==> config.mk <==
export PLATFORM = sky130hd
export DESIGN_NAME = pfe_ctrl
export DESIGN_NICKNAME = d
export VERILOG_FILES = /design/src/sv/pfe_pkg.sv /design/src/sv/pfe_ctrl.sv
export SDC_FILE = /design/constraint.sdc
export NUM_CORES = 1
export LEC_CHECK = 0
export BUFFER_PORTS_ARGS = -buffer_cell sky130_fd_sc_hd__buf_2
export CORE_MARGIN = 3
export CORE_UTILIZATION = 51
export CTS_CLUSTER_DIAMETER = 40
export DETAILED_ROUTE_END_ITERATION = 10
export GPL_ROUTABILITY_DRIVEN = 0
export GPL_TIMING_DRIVEN = 0
export PLACE_DENSITY = 0.91
export RECOVER_POWER = 100
export SLEW_MARGIN = 20
export SYNTH_ARGS = -nofsm -noshare
export SYNTH_HDL_FRONTEND = slang
export SYNTH_SLANG_ARGS = --single-unit
==> constraint.sdc <==
create_clock -name i_clk -period 5.2 [get_ports i_clk]
set_input_delay 1.04 -clock i_clk [delete_from_list [all_inputs] [get_ports i_clk]]
set_output_delay 1.04 -clock i_clk [all_outputs]
set_load 0.05 [all_outputs]
==> src/sv/pfe_pkg.sv <==
// Package of the palette fade engine: word types, opcodes, register indexes,
// controller command and state types, and the fade colour scaling function.
// Depends on nothing; every other file of the block uses it.
`default_nettype none

package pfe_pkg;

    localparam int CFG_IDX_W  = 3;
    localparam int CFG_DATA_W = 8;
    localparam int DIV_STAGES = 8;

    localparam logic [CFG_IDX_W-1:0] CFG_FIRST = 3'd0;
    localparam logic [CFG_IDX_W-1:0] CFG_LAST  = 3'd1;
    localparam logic [CFG_IDX_W-1:0] CFG_STEPS = 3'd2;
    localparam logic [CFG_IDX_W-1:0] CFG_RED   = 3'd3;
    localparam logic [CFG_IDX_W-1:0] CFG_GREEN = 3'd4;
    localparam logic [CFG_IDX_W-1:0] CFG_BLUE  = 3'd5;

    typedef enum logic [2:0] {
        OP_WR_CUR    = 3'd0,
        OP_WR_TGT    = 3'd1,
        OP_RD        = 3'd2,
        OP_START_OUT = 3'd3,
        OP_START_IN  = 3'd4,
        OP_FRAME     = 3'd5,
        OP_FINISH    = 3'd6
    } t_opcode;

    typedef enum logic [2:0] {
        CMD_WR_CUR,
        CMD_WR_TGT,
        CMD_RD,
        CMD_COPY_ORG,
        CMD_COPY_TGT,
        CMD_FILL,
        CMD_FRAME
    } t_cmd_kind;

    typedef enum logic [1:0] {
        ST_IDLE,
        ST_RUN,
        ST_DRAIN,
        ST_DONE
    } t_state;

    typedef struct packed {
        logic [2:0] opcode;
        logic [7:0] entry_index;
        logic [7:0] in_red;
        logic [7:0] in_green;
        logic [7:0] in_blue;
        logic [7:0] frame_index;
    } t_in_word;

    typedef struct packed {
        logic [7:0] out_red;
        logic [7:0] out_green;
        logic [7:0] out_blue;
        logic       is_faded;
        logic       status;
    } t_out_word;

    typedef struct packed {
        logic      issue;
        t_cmd_kind kind;
    } t_cmd;

    typedef struct packed {
        logic busy;
    } t_dp_stat;

    // v * 255 / 63 equals 4v plus v / 21 for six-bit v.
    function automatic logic [7:0] scale6(input logic [5:0] v);
        logic [1:0] q;
        q = (v >= 6'd63) ? 2'd3 : (v >= 6'd42) ? 2'd2 : (v >= 6'd21) ? 2'd1 : 2'd0;
        return {v, 2'b00} + {6'd0, q};
    endfunction

endpackage

`default_nettype wire

==> src/sv/pfe_ctrl.sv <==
// Controller of the palette fade engine: decodes each input word, sweeps the
// entry addresses for the datapath and holds the result word for the output.
// Depends on pfe_pkg.
`default_nettype none

module pfe_ctrl #(
    parameter int PALETTE_ENTRIES = 256
) (
    input  wire logic                               i_clk,
    input  wire logic                               i_rst_n,
    input  wire logic                               i_valid,
    output logic                                    o_ready,
    input  wire pfe_pkg::t_in_word                  i_in_word,
    output logic                                    o_valid,
    input  wire logic                               i_ready,
    output pfe_pkg::t_out_word                      o_out_word,
    input  wire logic [7:0]                         i_fade_first,
    input  wire logic [7:0]                         i_fade_last,
    input  wire logic [7:0]                         i_fade_steps,
    input  wire logic [23:0]                        i_fade_col,
    output pfe_pkg::t_cmd                           o_cmd,
    output logic [$clog2(PALETTE_ENTRIES)-1:0]      o_addr,
    output logic [23:0]                             o_wr_col,
    output logic [7:0]                              o_frame,
    output logic                                    o_fade_in,
    input  wire pfe_pkg::t_dp_stat                  i_stat,
    input  wire logic [23:0]                        i_rd_col
);

    localparam int         AW        = $clog2(PALETTE_ENTRIES);
    localparam logic [8:0] LAST_ENT9 = 9'(PALETTE_ENTRIES - 1);

    pfe_pkg::t_state    r_state, n_state;
    pfe_pkg::t_in_word  r_item;
    pfe_pkg::t_cmd_kind r_kind, n_kind;
    logic [AW-1:0]      r_addr, n_addr, r_end, n_end;
    logic               r_fade_in, n_fade_in, r_faded, n_faded;
    logic               r_status, n_status, r_rd_hit, n_rd_hit;
    logic               n_run;
    logic               r_out_valid;
    pfe_pkg::t_out_word r_out_word;
    logic               accept, slot_free, idx_ok, first_ok;
    logic [8:0]         end9;
    logic [23:0]        rd;

    assign accept    = (r_state == pfe_pkg::ST_IDLE) && i_valid;
    assign slot_free = !r_out_valid || i_ready;
    assign idx_ok    = {1'b0, i_in_word.entry_index} <= LAST_ENT9;
    assign first_ok  = {1'b0, i_fade_first} <= LAST_ENT9;
    assign end9      = ({1'b0, i_fade_last} > LAST_ENT9) ? LAST_ENT9 : {1'b0, i_fade_last};

    always_comb begin
        n_kind    = pfe_pkg::CMD_WR_CUR;
        n_addr    = i_in_word.entry_index[AW-1:0];
        n_end     = i_in_word.entry_index[AW-1:0];
        n_run     = 1'b0;
        n_fade_in = r_fade_in;
        n_faded   = r_faded;
        n_status  = 1'b0;
        n_rd_hit  = 1'b0;
        unique case (pfe_pkg::t_opcode'(i_in_word.opcode)) inside
            pfe_pkg::OP_WR_CUR: begin
                n_run = idx_ok;
            end
            pfe_pkg::OP_WR_TGT: begin
                n_kind = pfe_pkg::CMD_WR_TGT;
                n_run  = idx_ok;
            end
            pfe_pkg::OP_RD: begin
                n_kind   = pfe_pkg::CMD_RD;
                n_run    = idx_ok;
                n_rd_hit = idx_ok;
            end
            pfe_pkg::OP_START_OUT, pfe_pkg::OP_START_IN: begin
                n_kind    = pfe_pkg::CMD_COPY_ORG;
                n_addr    = '0;
                n_end     = LAST_ENT9[AW-1:0];
                n_run     = 1'b1;
                n_fade_in = (i_in_word.opcode == pfe_pkg::OP_START_IN);
            end
            pfe_pkg::OP_FRAME: begin
                n_kind = pfe_pkg::CMD_FRAME;
                n_addr = i_fade_first[AW-1:0];
                n_end  = end9[AW-1:0];
                if (i_in_word.frame_index >= i_fade_steps) begin
                    n_status = 1'b1;
                end else begin
                    n_run = first_ok && (i_fade_first <= i_fade_last);
                end
            end
            pfe_pkg::OP_FINISH: begin
                n_kind  = r_fade_in ? pfe_pkg::CMD_COPY_TGT : pfe_pkg::CMD_FILL;
                n_addr  = '0;
                n_end   = LAST_ENT9[AW-1:0];
                n_run   = 1'b1;
                n_faded = !r_fade_in;
            end
            default: begin
                n_run = 1'b0;
            end
        endcase
    end

    always_comb begin
        n_state = r_state;
        unique case (r_state)
            pfe_pkg::ST_IDLE: begin
                if (i_valid) begin
                    n_state = n_run ? pfe_pkg::ST_RUN : pfe_pkg::ST_DRAIN;
                end
            end
            pfe_pkg::ST_RUN: begin
                if (r_addr == r_end) begin
                    n_state = pfe_pkg::ST_DRAIN;
                end
            end
            pfe_pkg::ST_DRAIN: begin
                if (!i_stat.busy) begin
                    n_state = pfe_pkg::ST_DONE;
                end
            end
            pfe_pkg::ST_DONE: begin
                if (slot_free) begin
                    n_state = pfe_pkg::ST_IDLE;
                end
            end
            default: begin
                n_state = pfe_pkg::ST_IDLE;
            end
        endcase
    end

    always_comb begin
        o_ready     = (r_state == pfe_pkg::ST_IDLE);
        o_cmd.issue = (r_state == pfe_pkg::ST_RUN);
        o_cmd.kind  = r_kind;
    end

    assign o_addr    = r_addr;
    assign o_wr_col  = (r_kind == pfe_pkg::CMD_FILL) ? i_fade_col
                     : {r_item.in_red, r_item.in_green, r_item.in_blue};
    assign o_frame   = r_item.frame_index;
    assign o_fade_in = r_fade_in;
    assign rd        = r_rd_hit ? i_rd_col : 24'd0;

    always_ff @(posedge i_clk) begin
        if (!i_rst_n) begin
            r_state     <= pfe_pkg::ST_IDLE;
            r_fade_in   <= 1'b0;
            r_faded     <= 1'b0;
            r_out_valid <= 1'b0;
        end else begin
            r_state <= n_state;
            if (accept) begin
                r_fade_in <= n_fade_in;
                r_faded   <= n_faded;
            end
            if (r_state == pfe_pkg::ST_DONE && slot_free) begin
                r_out_valid <= 1'b1;
            end else if (i_ready) begin
                r_out_valid <= 1'b0;
            end
        end
    end

    always_ff @(posedge i_clk) begin
        if (accept) begin
            r_item   <= i_in_word;
            r_kind   <= n_kind;
            r_addr   <= n_addr;
            r_end    <= n_end;
            r_status <= n_status;
            r_rd_hit <= n_rd_hit;
        end else if (r_state == pfe_pkg::ST_RUN) begin
            r_addr <= r_addr + 1'b1;
        end
        if (r_state == pfe_pkg::ST_DONE && slot_free) begin
            r_out_word.out_red   <= rd[23:16];
            r_out_word.out_green <= rd[15:8];
            r_out_word.out_blue  <= rd[7:0];
            r_out_word.is_faded  <= r_faded;
            r_out_word.status    <= r_status;
        end
    end

    assign o_valid    = r_out_valid;
    assign o_out_word = r_out_word;

endmodule

`default_nettype wire

==> impl_metrics.prom, run 1 <==
# TYPE chip_impl_metric gauge
chip_impl_info{name="cts_root_buffer",value="sky130_fd_sc_hd__clkbuf_8"} 1
chip_impl_metric{name="critical_path_rt",unit="ns"} 5.46
chip_impl_metric{name="postPlaceCellArea",unit="mm^2"} 0.00529
chip_impl_info{name="outcome",value="complete, but fails checks"} 1
chip_impl_metric{name="use_met2",unit="%"} 37.9
chip_impl_metric{name="power.static_leakage",unit="nW"} 2.20
chip_impl_metric{name="grt_use_met1",unit="%"} 24.5
chip_impl_metric{name="placed_cells_incl_taps",unit=""} 611
chip_impl_metric{name="grt_pass1_wl",unit="um"} 14700
chip_impl_metric{name="cts_inserted_buffers",unit=""} 9
chip_impl_metric{name="final.setup.tns",unit="ns"} 0
chip_impl_metric{name="finalSetupViolations",unit=""} 0
chip_impl_metric{name="final_cells",unit=""} 627
chip_impl_metric{name="area_enclosed_by_the_die_boundary",unit="mm^2"} 0.00931
chip_impl_metric{name="max_freq",unit="MHz"} 282
chip_impl_metric{name="pin_count",unit=""} 193
chip_impl_metric{name="finalWorstPathRequiredPeriod",unit="ns"} 3.54
chip_impl_metric{name="synth.mux.area_fraction",unit="%"} 6.47
chip_impl_metric{name="synthSimpleGateAreaFrac",unit="%"} 11.7
chip_impl_metric{name="hold_viol_final",unit=""} 0
chip_impl_metric{name="grt_antenna_before_repair",unit=""} 0
chip_impl_info{name="grt_setup_unrepaired",value="false"} 1
chip_impl_info{name="critical_path_class",value="in2reg"} 1
chip_impl_metric{name="grt_start_max_net_pins",unit=""} 39
chip_impl_metric{name="timing.final.max_slew_violations",unit=""} 66
chip_impl_info{name="min-delay-path-class",value="reg2reg"} 1
chip_impl_info{name="timing.critical_path.from_type",value="primary input"} 1
chip_impl_metric{name="final_min_period_over_clock_period",unit="%"} 68.1
chip_impl_metric{name="insertion_delay",unit="ns"} 0.33
chip_impl_metric{name="grt_util_met3",unit="%"} 3.87
chip_impl_metric{name="yosys_warnings",unit=""} 0
chip_impl_info{name="tritoncts",value="done"} 1
chip_impl_metric{name="placement_rows",unit=""} 32
chip_impl_info{name="end_kind",value="flip-flop"} 1
chip_impl_metric{name="synthesized_area",unit="mm^2"} 0.00418
chip_impl_metric{name="drc_errors",unit=""} 0
chip_impl_info{name="synth_top_family_by_area",value="simple AND/OR/NAND/NOR gates"} 1
chip_impl_metric{name="drive_above_1_share",unit="%"} 31.4
chip_impl_metric{name="synth_top_cell_area_share",unit="%"} 56.8
chip_impl_metric{name="arrival",unit="ns"} 3.80
chip_impl_metric{name="synthCells",unit=""} 316
chip_impl_metric{name="post_synth_num_cell_types",unit=""} 46
chip_impl_info{name="grt-busiest-layer",value="met2"} 1
chip_impl_metric{name="post_cts_sizing_count",unit=""} 0
chip_impl_metric{name="worst-path-max-fanout",unit=""} 38
chip_impl_metric{name="via_count",unit=""} 3281
chip_impl_metric{name="power.density_cell_area",unit="mW/mm^2"} 489
chip_impl_metric{name="dr.first_iter.drc_count",unit=""} 104
chip_impl_info{name="violations_in_the_final_reports",value="max-capacitance violations, max-slew violations"} 1
chip_impl_metric{name="vdd.ir_drop.worst",unit="mV"} 0.315
chip_impl_metric{name="yosys.area_share.adder",unit="%"} 6.29
chip_impl_metric{name="max_cap_violations",unit=""} 2
chip_impl_metric{name="routed_wire_length_per_instance",unit="um"} 17.0
chip_impl_metric{name="die_width",unit="um"} 96.5
chip_impl_info{name="synth_most_common_cell",value="sky130_fd_sc_hd__edfxtp_1"} 1
chip_impl_metric{name="syn-num-nets",unit=""} 457
chip_impl_metric{name="cts_num_sinks",unit=""} 84
chip_impl_metric{name="synth_xor_area_share",unit="%"} 3.36
chip_impl_metric{name="hold_buffers",unit=""} 0
chip_impl_metric{name="global_router_s_overall_resource_usage",unit="%"} 20.9
chip_impl_info{name="synth_ff_type",value="sky130_fd_sc_hd__edfxtp_1"} 1
chip_impl_metric{name="cts-htree-levels",unit=""} 3
chip_impl_metric{name="post_synth.cell_area_avg",unit="um^2"} 13.2
chip_impl_metric{name="finish.net_count",unit=""} 661
chip_impl_metric{name="hold_slack",unit="ns"} 0.419
chip_impl_metric{name="first_global_vias",unit=""} 3094
chip_impl_metric{name="cts_buffer_depth",unit=""} 2
chip_impl_info{name="synth_area_leader_cell",value="sky130_fd_sc_hd__edfxtp_1"} 1
chip_impl_metric{name="detail-route-antenna-nets",unit=""} 0
chip_impl_metric{name="drt_wl_total",unit="um"} 10600
chip_impl_info{name="synth.top_cells.by_area",value="sky130_fd_sc_hd__edfxtp_1, sky130_fd_sc_hd__mux2_2, sky130_fd_sc_hd__ha_1"} 1
chip_impl_metric{name="globalRouteOverflowTotal",unit=""} 0
chip_impl_metric{name="timing_worst_slew_pin_value",unit="ns"} 2.16
chip_impl_metric{name="path_clk_slew",unit="ns"} 0.08
chip_impl_info{name="synth_commonest_cells",value="sky130_fd_sc_hd__edfxtp_1, sky130_fd_sc_hd__and2_1, sky130_fd_sc_hd__mux2_2, sky130_fd_sc_hd__ha_1, sky130_fd_sc_hd__inv_1"} 1
chip_impl_metric{name="async_flop_share",unit="%"} 0
chip_impl_metric{name="dp_wirelength",unit="um"} 8370
chip_impl_metric{name="place.port_buffers",unit=""} 192
chip_impl_metric{name="core_area",unit="mm^2"} 0.00785
chip_impl_metric{name="synth_compound_gate_area_share",unit="%"} 8.45
chip_impl_metric{name="fill_cells",unit=""} 632
chip_impl_metric{name="antenna-diode-count",unit=""} 0
chip_impl_metric{name="initial_core_util",unit="%"} 53.2
chip_impl_metric{name="flop_and_latch_count_out_of_synthesis",unit=""} 84
chip_impl_metric{name="detail_routed_via_count_per_cell",unit=""} 5.23
chip_impl_metric{name="detail_route.first_pass.iterations",unit=""} 4
chip_impl_metric{name="clock_skew",unit="ns"} 0.00960
chip_impl_metric{name="ys_seq_area_share",unit="%"} 59.2
chip_impl_metric{name="final_design_area_no_fill",unit="mm^2"} 0.00536
chip_impl_metric{name="post-cts-setup-buffer-count",unit=""} 0
chip_impl_metric{name="synth_enable_flop_cells",unit=""} 79
chip_impl_metric{name="chipHeight",unit="um"} 96.5
chip_impl_metric{name="relative_area_change_from_synthesis_to_final_layout",unit="%"} 28.3
chip_impl_metric{name="worst_slew_margin_rel",unit="%"} -44.1
[layout by cell type (no fill, tap or decap), types with 5 or more instances in the layout]
cell	count
sky130_fd_sc_hd__mux2_2	24
sky130_fd_sc_hd__nor2_1	6
sky130_fd_sc_hd__and2_1	11
sky130_fd_sc_hd__buf_4	8
sky130_fd_sc_hd__a211oi_1	7
sky130_fd_sc_hd__a21oi_1	10
sky130_fd_sc_hd__dfxtp_1	5
sky130_fd_sc_hd__o211ai_1	9
sky130_fd_sc_hd__clkbuf_1	88
sky130_fd_sc_hd__and3_1	10
sky130_fd_sc_hd__nor2b_1	6
sky130_fd_sc_hd__xor2_1	14
sky130_fd_sc_hd__edfxtp_1	79
sky130_fd_sc_hd__buf_2	114
sky130_fd_sc_hd__nand2_1	17
sky130_fd_sc_hd__clkbuf_8	9
sky130_fd_sc_hd__ha_1	21
sky130_fd_sc_hd__and2_0	15
sky130_fd_sc_hd__nand3_1	6
sky130_fd_sc_hd__inv_1	20
[worst max-delay path: stages]
cell and delay, ns:
sky130_fd_sc_hd__buf_2 0.09, sky130_fd_sc_hd__nand2_1 0.22, sky130_fd_sc_hd__inv_1 0.44, sky130_fd_sc_hd__clkbuf_1 1.50, sky130_fd_sc_hd__a31oi_1 0.25, sky130_fd_sc_hd__nor3_1 0.25
[through the flow]
step	util, %	total power, mW	worst slack, ns
floorplan	-	1.88	2.50
global placement	67.1	2.13	1.95
detailed placement	67.4	2.17	2.36
CTS	70.2	2.67	2.25
global route	68.3	2.74	1.43
finish	68.3	2.62	1.66
[cell families (layout without fill, tap and decap cells)]
group | Yosys count | after routing
mux | 24 | 24
flops | 84 | 84
xor+xnor | 16 | 16
simple gates | 87 | 87
fa+ha+maj | 21 | 21
compound gates | 47 | 47
buf+inv | 37 | 246
[area by class of cell]
type	count	area, um^2	share of cell area (%)
Sequential cell	84	2470	46.1
Multi-Input combinational cell	195	1500	28.0
Timing Repair Buffer	193	867	16.2
Clock buffer	10	128	2.38
Tap cell	102	128	2.38
Buffer	17	101	1.89
Clock inverter	6	88.8	1.66
Inverter	20	75.1	1.40
[path summary, 6_finish.rpt]
| path | cells past startpoint | startpoint | slack (ns) | endpoint |
|---|---|---|---|---|
| worst max-delay path | 6 | i_valid | 1.66 | r_faded |
| worst min-delay path | 0 | r_status | 0.42 | o_out_word[0] |
| worst max register to register | 7 | r_state[1] | 1.71 | r_faded |
| worst min register to register | 0 | r_status | 0.42 | o_out_word[0] |
[layer usage]
layer	routed length [um]	part of all wire [%]	vias up
met5	0	0	-
met4	139	1.3	0
met3	767	7.2	15
met2	5530	52	151
met1	4200	39	1550
li1	-	-	1565
[flip-flops by register name (all words and copies together), names as in the netlist]
name and cells:
o_frame 8, r_item 24, r_end 8, r_kind 3, o_addr 8, r_faded 1
o_out_word 26, r_status 1, r_rd_hit 1, r_state 2, o_valid 1, o_fade_in 1
[power by group]
part,total [mW],switching (mW),internal (mW)
registers,1.05,0.0985,0.951
clock network,0.501,0.230,0.271
logic,1.07,0.790,0.280
Power figures use the tool's default switching activity.
==> run 2, diff against run 1 <==
Settings changed: ABC_AREA set to 1, CORE_UTILIZATION 51 to 43, PLACE_DENSITY 0.91 to 0.82.
Clock period 5.2 ns to 3.2 ns, I/O delays scaled along.
==> run 2 against run 1 <==
The run now ends clean. Clock-buffer cell count fell by 1. Sequential cell count unchanged. Register-to-register slack got worse by 0.75 ns. Synthesized area is 1.2% higher. First-iteration DRC count grew 69%. Critical path depth decreased by 2. Wire length is 0.40% lower. Die area grew 19%. Critical path type is now reg2out. Largest power group unchanged.
==> impl_metrics.prom, run 2 <==
# TYPE chip_impl_metric gauge
chip_impl_metric{name="synth_enable_flop_cells",unit=""} 79
chip_impl_metric{name="chipHeight",unit="um"} 105
chip_impl_metric{name="post_synth_num_cell_types",unit=""} 33
chip_impl_info{name="tritoncts",value="done"} 1
chip_impl_metric{name="max_cap_violations",unit=""} 0
chip_impl_metric{name="die_width",unit="um"} 105
chip_impl_metric{name="utilization",unit="%"} 57.9
chip_impl_metric{name="finish.net_count",unit=""} 737
chip_impl_metric{name="path_clk_slew",unit="ns"} 0.10
chip_impl_metric{name="report.power.total",unit="mW"} 4.34
chip_impl_metric{name="yosys_warnings",unit=""} 0
chip_impl_info{name="critical_path_class",value="reg2out"} 1
chip_impl_metric{name="syn-num-nets",unit=""} 533
chip_impl_metric{name="drt_wl_total",unit="um"} 10600
chip_impl_metric{name="area_enclosed_by_the_die_boundary",unit="mm^2"} 0.0111
chip_impl_metric{name="cts_buffer_depth",unit=""} 2
chip_impl_metric{name="preCtsSetupSlack",unit="ns"} 0.551
chip_impl_metric{name="cts-htree-levels",unit=""} 3
chip_impl_metric{name="dp_wirelength",unit="um"} 8490
chip_impl_metric{name="drc_errors",unit=""} 0
chip_impl_metric{name="detail_routed_via_count_per_cell",unit=""} 4.69
chip_impl_metric{name="max_freq",unit="MHz"} 353
chip_impl_metric{name="final_cells",unit=""} 730
chip_impl_metric{name="globalRouteOverflowTotal",unit=""} 0
chip_impl_info{name="synth_most_common_cell",value="sky130_fd_sc_hd__nand2_1"} 1
chip_impl_metric{name="post-cts-setup-buffer-count",unit=""} 0
chip_impl_metric{name="postPlaceCellArea",unit="mm^2"} 0.00539
chip_impl_metric{name="post_synth.cell_area_avg",unit="um^2"} 10.8
chip_impl_metric{name="vdd.ir_drop.worst",unit="mV"} 0.440
chip_impl_metric{name="hold_viol_final",unit=""} 0
chip_impl_metric{name="grt_antenna_before_repair",unit=""} 0
chip_impl_metric{name="async_flop_share",unit="%"} 0
chip_impl_metric{name="worst_slew_margin_rel",unit="%"} 15.2
chip_impl_metric{name="finalWorstPathRequiredPeriod",unit="ns"} 2.83
chip_impl_info{name="synth.top_cells.by_area",value="sky130_fd_sc_hd__edfxtp_1, sky130_fd_sc_hd__nand2_1, sky130_fd_sc_hd__mux2_2"} 1
chip_impl_info{name="grt_setup_unrepaired",value="false"} 1
chip_impl_metric{name="placement_rows",unit=""} 35
chip_impl_metric{name="finalSetupViolations",unit=""} 0
chip_impl_metric{name="multi_input_comb_area",unit="mm^2"} 0.00138
chip_impl_info{name="end_kind",value="primary output"} 1
chip_impl_metric{name="hold_buffers",unit=""} 0
chip_impl_metric{name="final.setup.tns",unit="ns"} 0
chip_impl_metric{name="setup_ws",unit="ns"} 0.369
chip_impl_metric{name="clock_skew",unit="ns"} 0.00973
chip_impl_metric{name="critical_path_rt",unit="ns"} 2.56
chip_impl_metric{name="synth_top_cell_area_share",unit="%"} 56.1
chip_impl_metric{name="arrival",unit="ns"} 2.19
chip_impl_info{name="min-delay-path-class",value="reg2reg"} 1
chip_impl_metric{name="flop_and_latch_count_out_of_synthesis",unit=""} 84
chip_impl_metric{name="hold_slack",unit="ns"} 0.426
chip_impl_metric{name="grt_start_max_net_pins",unit=""} 55
chip_impl_info{name="timing.critical_path.from_type",value="flip-flop"} 1
chip_impl_info{name="outcome",value="complete, no violations"} 1
chip_impl_metric{name="timing.final.max_slew_violations",unit=""} 0
chip_impl_metric{name="ys_seq_area_share",unit="%"} 58.5
chip_impl_metric{name="power.static_leakage",unit="nW"} 2.56
chip_impl_metric{name="initial_core_util",unit="%"} 44.9
chip_impl_info{name="layout.cells.most_common",value="sky130_fd_sc_hd__buf_2"} 1
chip_impl_metric{name="timing_worst_slew_pin_value",unit="ns"} 1.27
chip_impl_metric{name="routed_wire_length_per_instance",unit="um"} 14.5
chip_impl_metric{name="placed_cells_incl_taps",unit=""} 714
chip_impl_metric{name="first_global_vias",unit=""} 3520
chip_impl_metric{name="core_area",unit="mm^2"} 0.00942
chip_impl_metric{name="cts_inserted_buffers",unit=""} 9
chip_impl_info{name="synth_commonest_cells",value="sky130_fd_sc_hd__nand2_1, sky130_fd_sc_hd__edfxtp_1, sky130_fd_sc_hd__inv_1, sky130_fd_sc_hd__mux2_2, sky130_fd_sc_hd__ha_1"} 1
chip_impl_metric{name="drive_above_1_share",unit="%"} 30.9
chip_impl_metric{name="antenna-diode-count",unit=""} 0
chip_impl_metric{name="global_router_s_overall_resource_usage",unit="%"} 19.0
chip_impl_metric{name="synthCells",unit=""} 392
chip_impl_metric{name="fill_cells",unit=""} 860
chip_impl_metric{name="relative_area_change_from_synthesis_to_final_layout",unit="%"} 29.0
chip_impl_metric{name="place.port_buffers",unit=""} 192
chip_impl_metric{name="final_min_period_over_clock_period",unit="%"} 88.5
chip_impl_metric{name="detail-route-antenna-nets",unit=""} 0
chip_impl_info{name="synth_area_leader_cell",value="sky130_fd_sc_hd__edfxtp_1"} 1
chip_impl_metric{name="post_cts_sizing_count",unit=""} 0
chip_impl_metric{name="dr.first_iter.drc_count",unit=""} 176
chip_impl_metric{name="detail_route.first_pass.iterations",unit=""} 4
chip_impl_metric{name="largest_reg_flops",unit=""} 26
chip_impl_metric{name="final_design_area_no_fill",unit="mm^2"} 0.00545
chip_impl_info{name="cts_root_buffer",value="sky130_fd_sc_hd__clkbuf_8"} 1
chip_impl_info{name="synth_ff_type",value="sky130_fd_sc_hd__edfxtp_1"} 1
chip_impl_metric{name="insertion_delay",unit="ns"} 0.35
chip_impl_metric{name="worst-path-max-fanout",unit=""} 10
chip_impl_metric{name="cts_num_sinks",unit=""} 84
chip_impl_metric{name="pin_count",unit=""} 193
chip_impl_metric{name="area.sequential",unit="mm^2"} 0.00247
chip_impl_metric{name="power.density_cell_area",unit="mW/mm^2"} 795
chip_impl_info{name="most-common-layout-cells",value="sky130_fd_sc_hd__buf_2, sky130_fd_sc_hd__nand2_1, sky130_fd_sc_hd__edfxtp_1"} 1
chip_impl_metric{name="synthesized_area",unit="mm^2"} 0.00423
chip_impl_metric{name="grt_pass1_wl",unit="um"} 16500
chip_impl_metric{name="via_count",unit=""} 3422
[run 2: cell count changes in the layout (fill, tap and decap cells not counted), sizes merged, moves of 6 or more]
cell | previous run | this run
inv | 20 | 73
nand2 | 17 | 91
nor2b | 6 | 0
clkbuf | 97 | 86
nor2 | 6 | 19
xor2 | 14 | 1
and3 | 11 | 0
buf | 123 | 130
and2 | 26 | 0
xnor2 | 2 | 8
a211oi | 7 | 0
[run 2: critical path: stages, from the launching register on]
cell and delay [ns]:
sky130_fd_sc_hd__edfxtp_1 0.42, sky130_fd_sc_hd__nand3b_1 0.29, sky130_fd_sc_hd__clkbuf_1 0.47, sky130_fd_sc_hd__mux2_2 0.41
sky130_fd_sc_hd__clkbuf_2 0.24
[run 2: cell type report]
type	count	share of cell area, %
Sequential cell	84	45.3
Multi-Input combinational cell	222	25.3
Timing Repair Buffer	193	16.2
Inverter	72	4.98
Tap cell	129	2.96
Clock buffer	9	2.27
Buffer	14	1.58
Clock inverter	7	1.28
[run 2: where the power goes]
part	total (mW)	switching [mW]	internal [mW]
registers	1.71	0.142	1.56
logic	1.90	1.41	0.490
clock network	0.734	0.432	0.302
total	4.34	1.98	2.36
[run 2: kinds of logic (layout without fill, tap and decap cells)]
logic type,count (synthesis),in the layout,synth area share (%)
adders and majority gates,21,21,6.22
AOI/OAI and AO/OA,39,39,5.54
buffers and inverters,86,295,8.53
DFF,84,84,58.5
muxes,24,24,6.39
and+or+nand+nor,129,129,13.0
xor gates and xnor gates,9,9,1.87
[run 2: final timing paths]
| path | from | endpoint | slack, ns | cells past startpoint |
|---|---|---|---|---|
| max | r_kind[2] | o_wr_col[17] | 0.37 | 4 |
| min | r_status | o_out_word[0] | 0.43 | 0 |
| max reg2reg | r_state[0] | o_out_word[0] | 0.96 | 4 |
| min reg2reg | r_status | o_out_word[0] | 0.43 | 0 |
[run 2: routing by layer]
| metal | track usage [%] | vias up | share of wire (%) |
|---|---|---|---|
| li1 | - | 1703 | - |
| met1 | 19.9 | 1566 | 37 |
| met2 | 36.1 | 138 | 53 |
| met3 | 6.36 | 15 | 8.8 |
| met4 | 4.97 | 0 | 1.1 |
| met5 | 0 | - | 0 |
==> run 3, diff against run 2 <==
Settings changed: CORE_UTILIZATION 43 to 47, PLACE_DENSITY 0.82 to 0.85.
Clock period 3.2 ns to 2.9 ns, I/O delays scaled along.
==> run 3 against run 2 <==
Sequential cell count did not move. Clock power is 32% higher. Non-clock buffer count down 1. Wire length fell by 0.94%. Combinational power increased by 10%. Die area fell by 8.0%. Largest power group unchanged.
==> impl_metrics.prom, run 3 (synthesized netlist as in run 2, its figures left out) <==
# TYPE chip_impl_metric gauge
chip_impl_metric{name="grt_pass1_wl",unit="um"} 16000
chip_impl_metric{name="routed_wire_length_per_instance",unit="um"} 14.9
chip_impl_metric{name="post-cts-setup-buffer-count",unit=""} 0
chip_impl_metric{name="finalSetupViolations",unit=""} 0
chip_impl_info{name="tritoncts",value="done"} 1
chip_impl_metric{name="clock_skew",unit="ns"} 0.00947
chip_impl_info{name="critical_path_class",value="reg2out"} 1
chip_impl_metric{name="cts_num_sinks",unit=""} 84
chip_impl_metric{name="core_area",unit="mm^2"} 0.00846
chip_impl_metric{name="cts-htree-levels",unit=""} 3
chip_impl_metric{name="detail_route.first_pass.iterations",unit=""} 5
chip_impl_metric{name="globalRouteOverflowTotal",unit=""} 0
chip_impl_metric{name="detail_routed_via_count_per_cell",unit=""} 4.89
chip_impl_metric{name="area_enclosed_by_the_die_boundary",unit="mm^2"} 0.0102
chip_impl_metric{name="dp_wirelength",unit="um"} 8300
chip_impl_metric{name="drive_above_1_share",unit="%"} 31.5
chip_impl_info{name="layout.cells.most_common",value="sky130_fd_sc_hd__buf_2"} 1
chip_impl_info{name="min-delay-path-class",value="in2reg"} 1
chip_impl_metric{name="timing.final.max_slew_violations",unit=""} 0
chip_impl_metric{name="worst_hold_path.num_cells",unit=""} 1
chip_impl_metric{name="insertion_delay",unit="ns"} 0.36
chip_impl_info{name="most-common-layout-cells",value="sky130_fd_sc_hd__buf_2, sky130_fd_sc_hd__nand2_1, sky130_fd_sc_hd__edfxtp_1"} 1
chip_impl_metric{name="power.density_cell_area",unit="mW/mm^2"} 905
chip_impl_metric{name="grt_antenna_before_repair",unit=""} 0
chip_impl_metric{name="timing_worst_slew_pin_value",unit="ns"} 1.44
chip_impl_metric{name="reg2regPathDepth",unit=""} 6
chip_impl_metric{name="dr.first_iter.drc_count",unit=""} 99
chip_impl_metric{name="die_width",unit="um"} 101
chip_impl_metric{name="placement_rows",unit=""} 33
chip_impl_metric{name="relative_area_change_from_synthesis_to_final_layout",unit="%"} 29.3
chip_impl_info{name="timing.critical_path.from_type",value="flip-flop"} 1
chip_impl_metric{name="global_router_s_overall_resource_usage",unit="%"} 20.3
chip_impl_info{name="outcome",value="complete, no violations"} 1
chip_impl_metric{name="post_cts_sizing_count",unit=""} 0
chip_impl_metric{name="final_min_period_over_clock_period",unit="%"} 90.4
chip_impl_metric{name="cts_inserted_buffers",unit=""} 9
chip_impl_info{name="grt_setup_unrepaired",value="false"} 1
chip_impl_metric{name="grt_start_max_net_pins",unit=""} 55
chip_impl_metric{name="arrival",unit="ns"} 2.04
chip_impl_metric{name="via_count",unit=""} 3446
chip_impl_metric{name="pin_count",unit=""} 193
chip_impl_metric{name="largest_reg_flops",unit=""} 26
chip_impl_metric{name="place.port_buffers",unit=""} 192
chip_impl_metric{name="path_clk_slew",unit="ns"} 0.09
chip_impl_metric{name="drc_errors",unit=""} 0
chip_impl_metric{name="first_global_vias",unit=""} 3539
chip_impl_metric{name="finalWorstPathRequiredPeriod",unit="ns"} 2.62
chip_impl_metric{name="chipHeight",unit="um"} 101
chip_impl_metric{name="worst_slew_margin_rel",unit="%"} 3.74
chip_impl_metric{name="detail-route-antenna-nets",unit=""} 0
chip_impl_metric{name="drt_wl_total",unit="um"} 10500
chip_impl_metric{name="vdd.ir_drop.worst",unit="mV"} 0.537
chip_impl_metric{name="max_cap_violations",unit=""} 0
chip_impl_info{name="end_kind",value="primary output"} 1
chip_impl_metric{name="power.static_leakage",unit="nW"} 2.58
chip_impl_metric{name="hold_slack",unit="ns"} 0.395
chip_impl_metric{name="hold_viol_final",unit=""} 0
chip_impl_info{name="cts_root_buffer",value="sky130_fd_sc_hd__clkbuf_8"} 1
chip_impl_metric{name="final.setup.tns",unit="ns"} 0
chip_impl_metric{name="antenna-diode-count",unit=""} 0
chip_impl_metric{name="critical_path_rt",unit="ns"} 2.32
chip_impl_metric{name="cts_buffer_depth",unit=""} 2
chip_impl_metric{name="max_freq",unit="MHz"} 382
chip_impl_metric{name="finish.net_count",unit=""} 736
chip_impl_metric{name="hold_buffers",unit=""} 0
chip_impl_metric{name="worst-path-max-fanout",unit=""} 10
chip_impl_metric{name="initial_core_util",unit="%"} 49.9
==> run 3: changes by cell type in the layout (fill, tap and decap cells not counted), sizes merged <==
cell      previous run  this run
clkinvlp             4         2
inv                 73        72
bufinv               0         2
clkbuf              86        87
buf                130       128
clkinv               2         3
==> run 3: critical path, stage by stage, from the launching register on <==
cell and delay, ns:
sky130_fd_sc_hd__edfxtp_1 0.43, sky130_fd_sc_hd__nand3b_1 0.36, sky130_fd_sc_hd__clkbuf_2 0.32, sky130_fd_sc_hd__mux2_2 0.32
sky130_fd_sc_hd__clkbuf_2 0.25
==> run 3: cell type report <==
class	instances	area, um^2
multi-input combinational	222	1390
clock inverter	7	110
inverter	72	272
timing repair buffer	192	881
tap	105	131
clock buffer	9	124
sequential	84	2470
buffer	14	88.8
fill	717	3000
==> run 3: where the power goes <==
group	switching, mW	internal, mW	total (mW)
combinational	1.55	0.543	2.09
clock	0.467	0.500	0.967
sequential	0.159	1.73	1.89
total	2.18	2.77	4.95
==> run 3: worst paths after layout <==
check / from / end / slack, ns
worst max-delay path: r_kind[1] / o_wr_col[3] / 0.28
worst min-delay path: i_in_word[23] / r_item[23] / 0.39
worst max register to register: r_state[0] / o_addr[3] / 0.64
worst min register to register: r_status / o_out_word[0] / 0.43
==> run 3: per-stage QoR <==
stage | area (um^2) | utilization [%] | total power [mW] | cells | setup slack (ns)
6_report | 5470 | 64.6 | 4.95 | 705 | 0.279
5_1_grt | 5470 | 64.6 | 5.21 | 705 | 0.210
4_1_cts | 5560 | 65.7 | 5.03 | 705 | 0.277
3_5_place_dp | 5330 | 63.0 | 4.07 | 689 | 0.314
3_3_place_gp | 5320 | 62.8 | 3.99 | 689 | 0.0811
2_1_floorplan | 4230 | - | 3.51 | 392 | 0.436
==> run 3: routing by layer <==
layer,global-route usage (%),part of all wire (%),up-vias
met5,0,0,-
met4,8.60,2.0,0
met3,4.91,9.1,23
met2,38.2,52,172
met1,21.4,37,1551
li1,-,-,1700
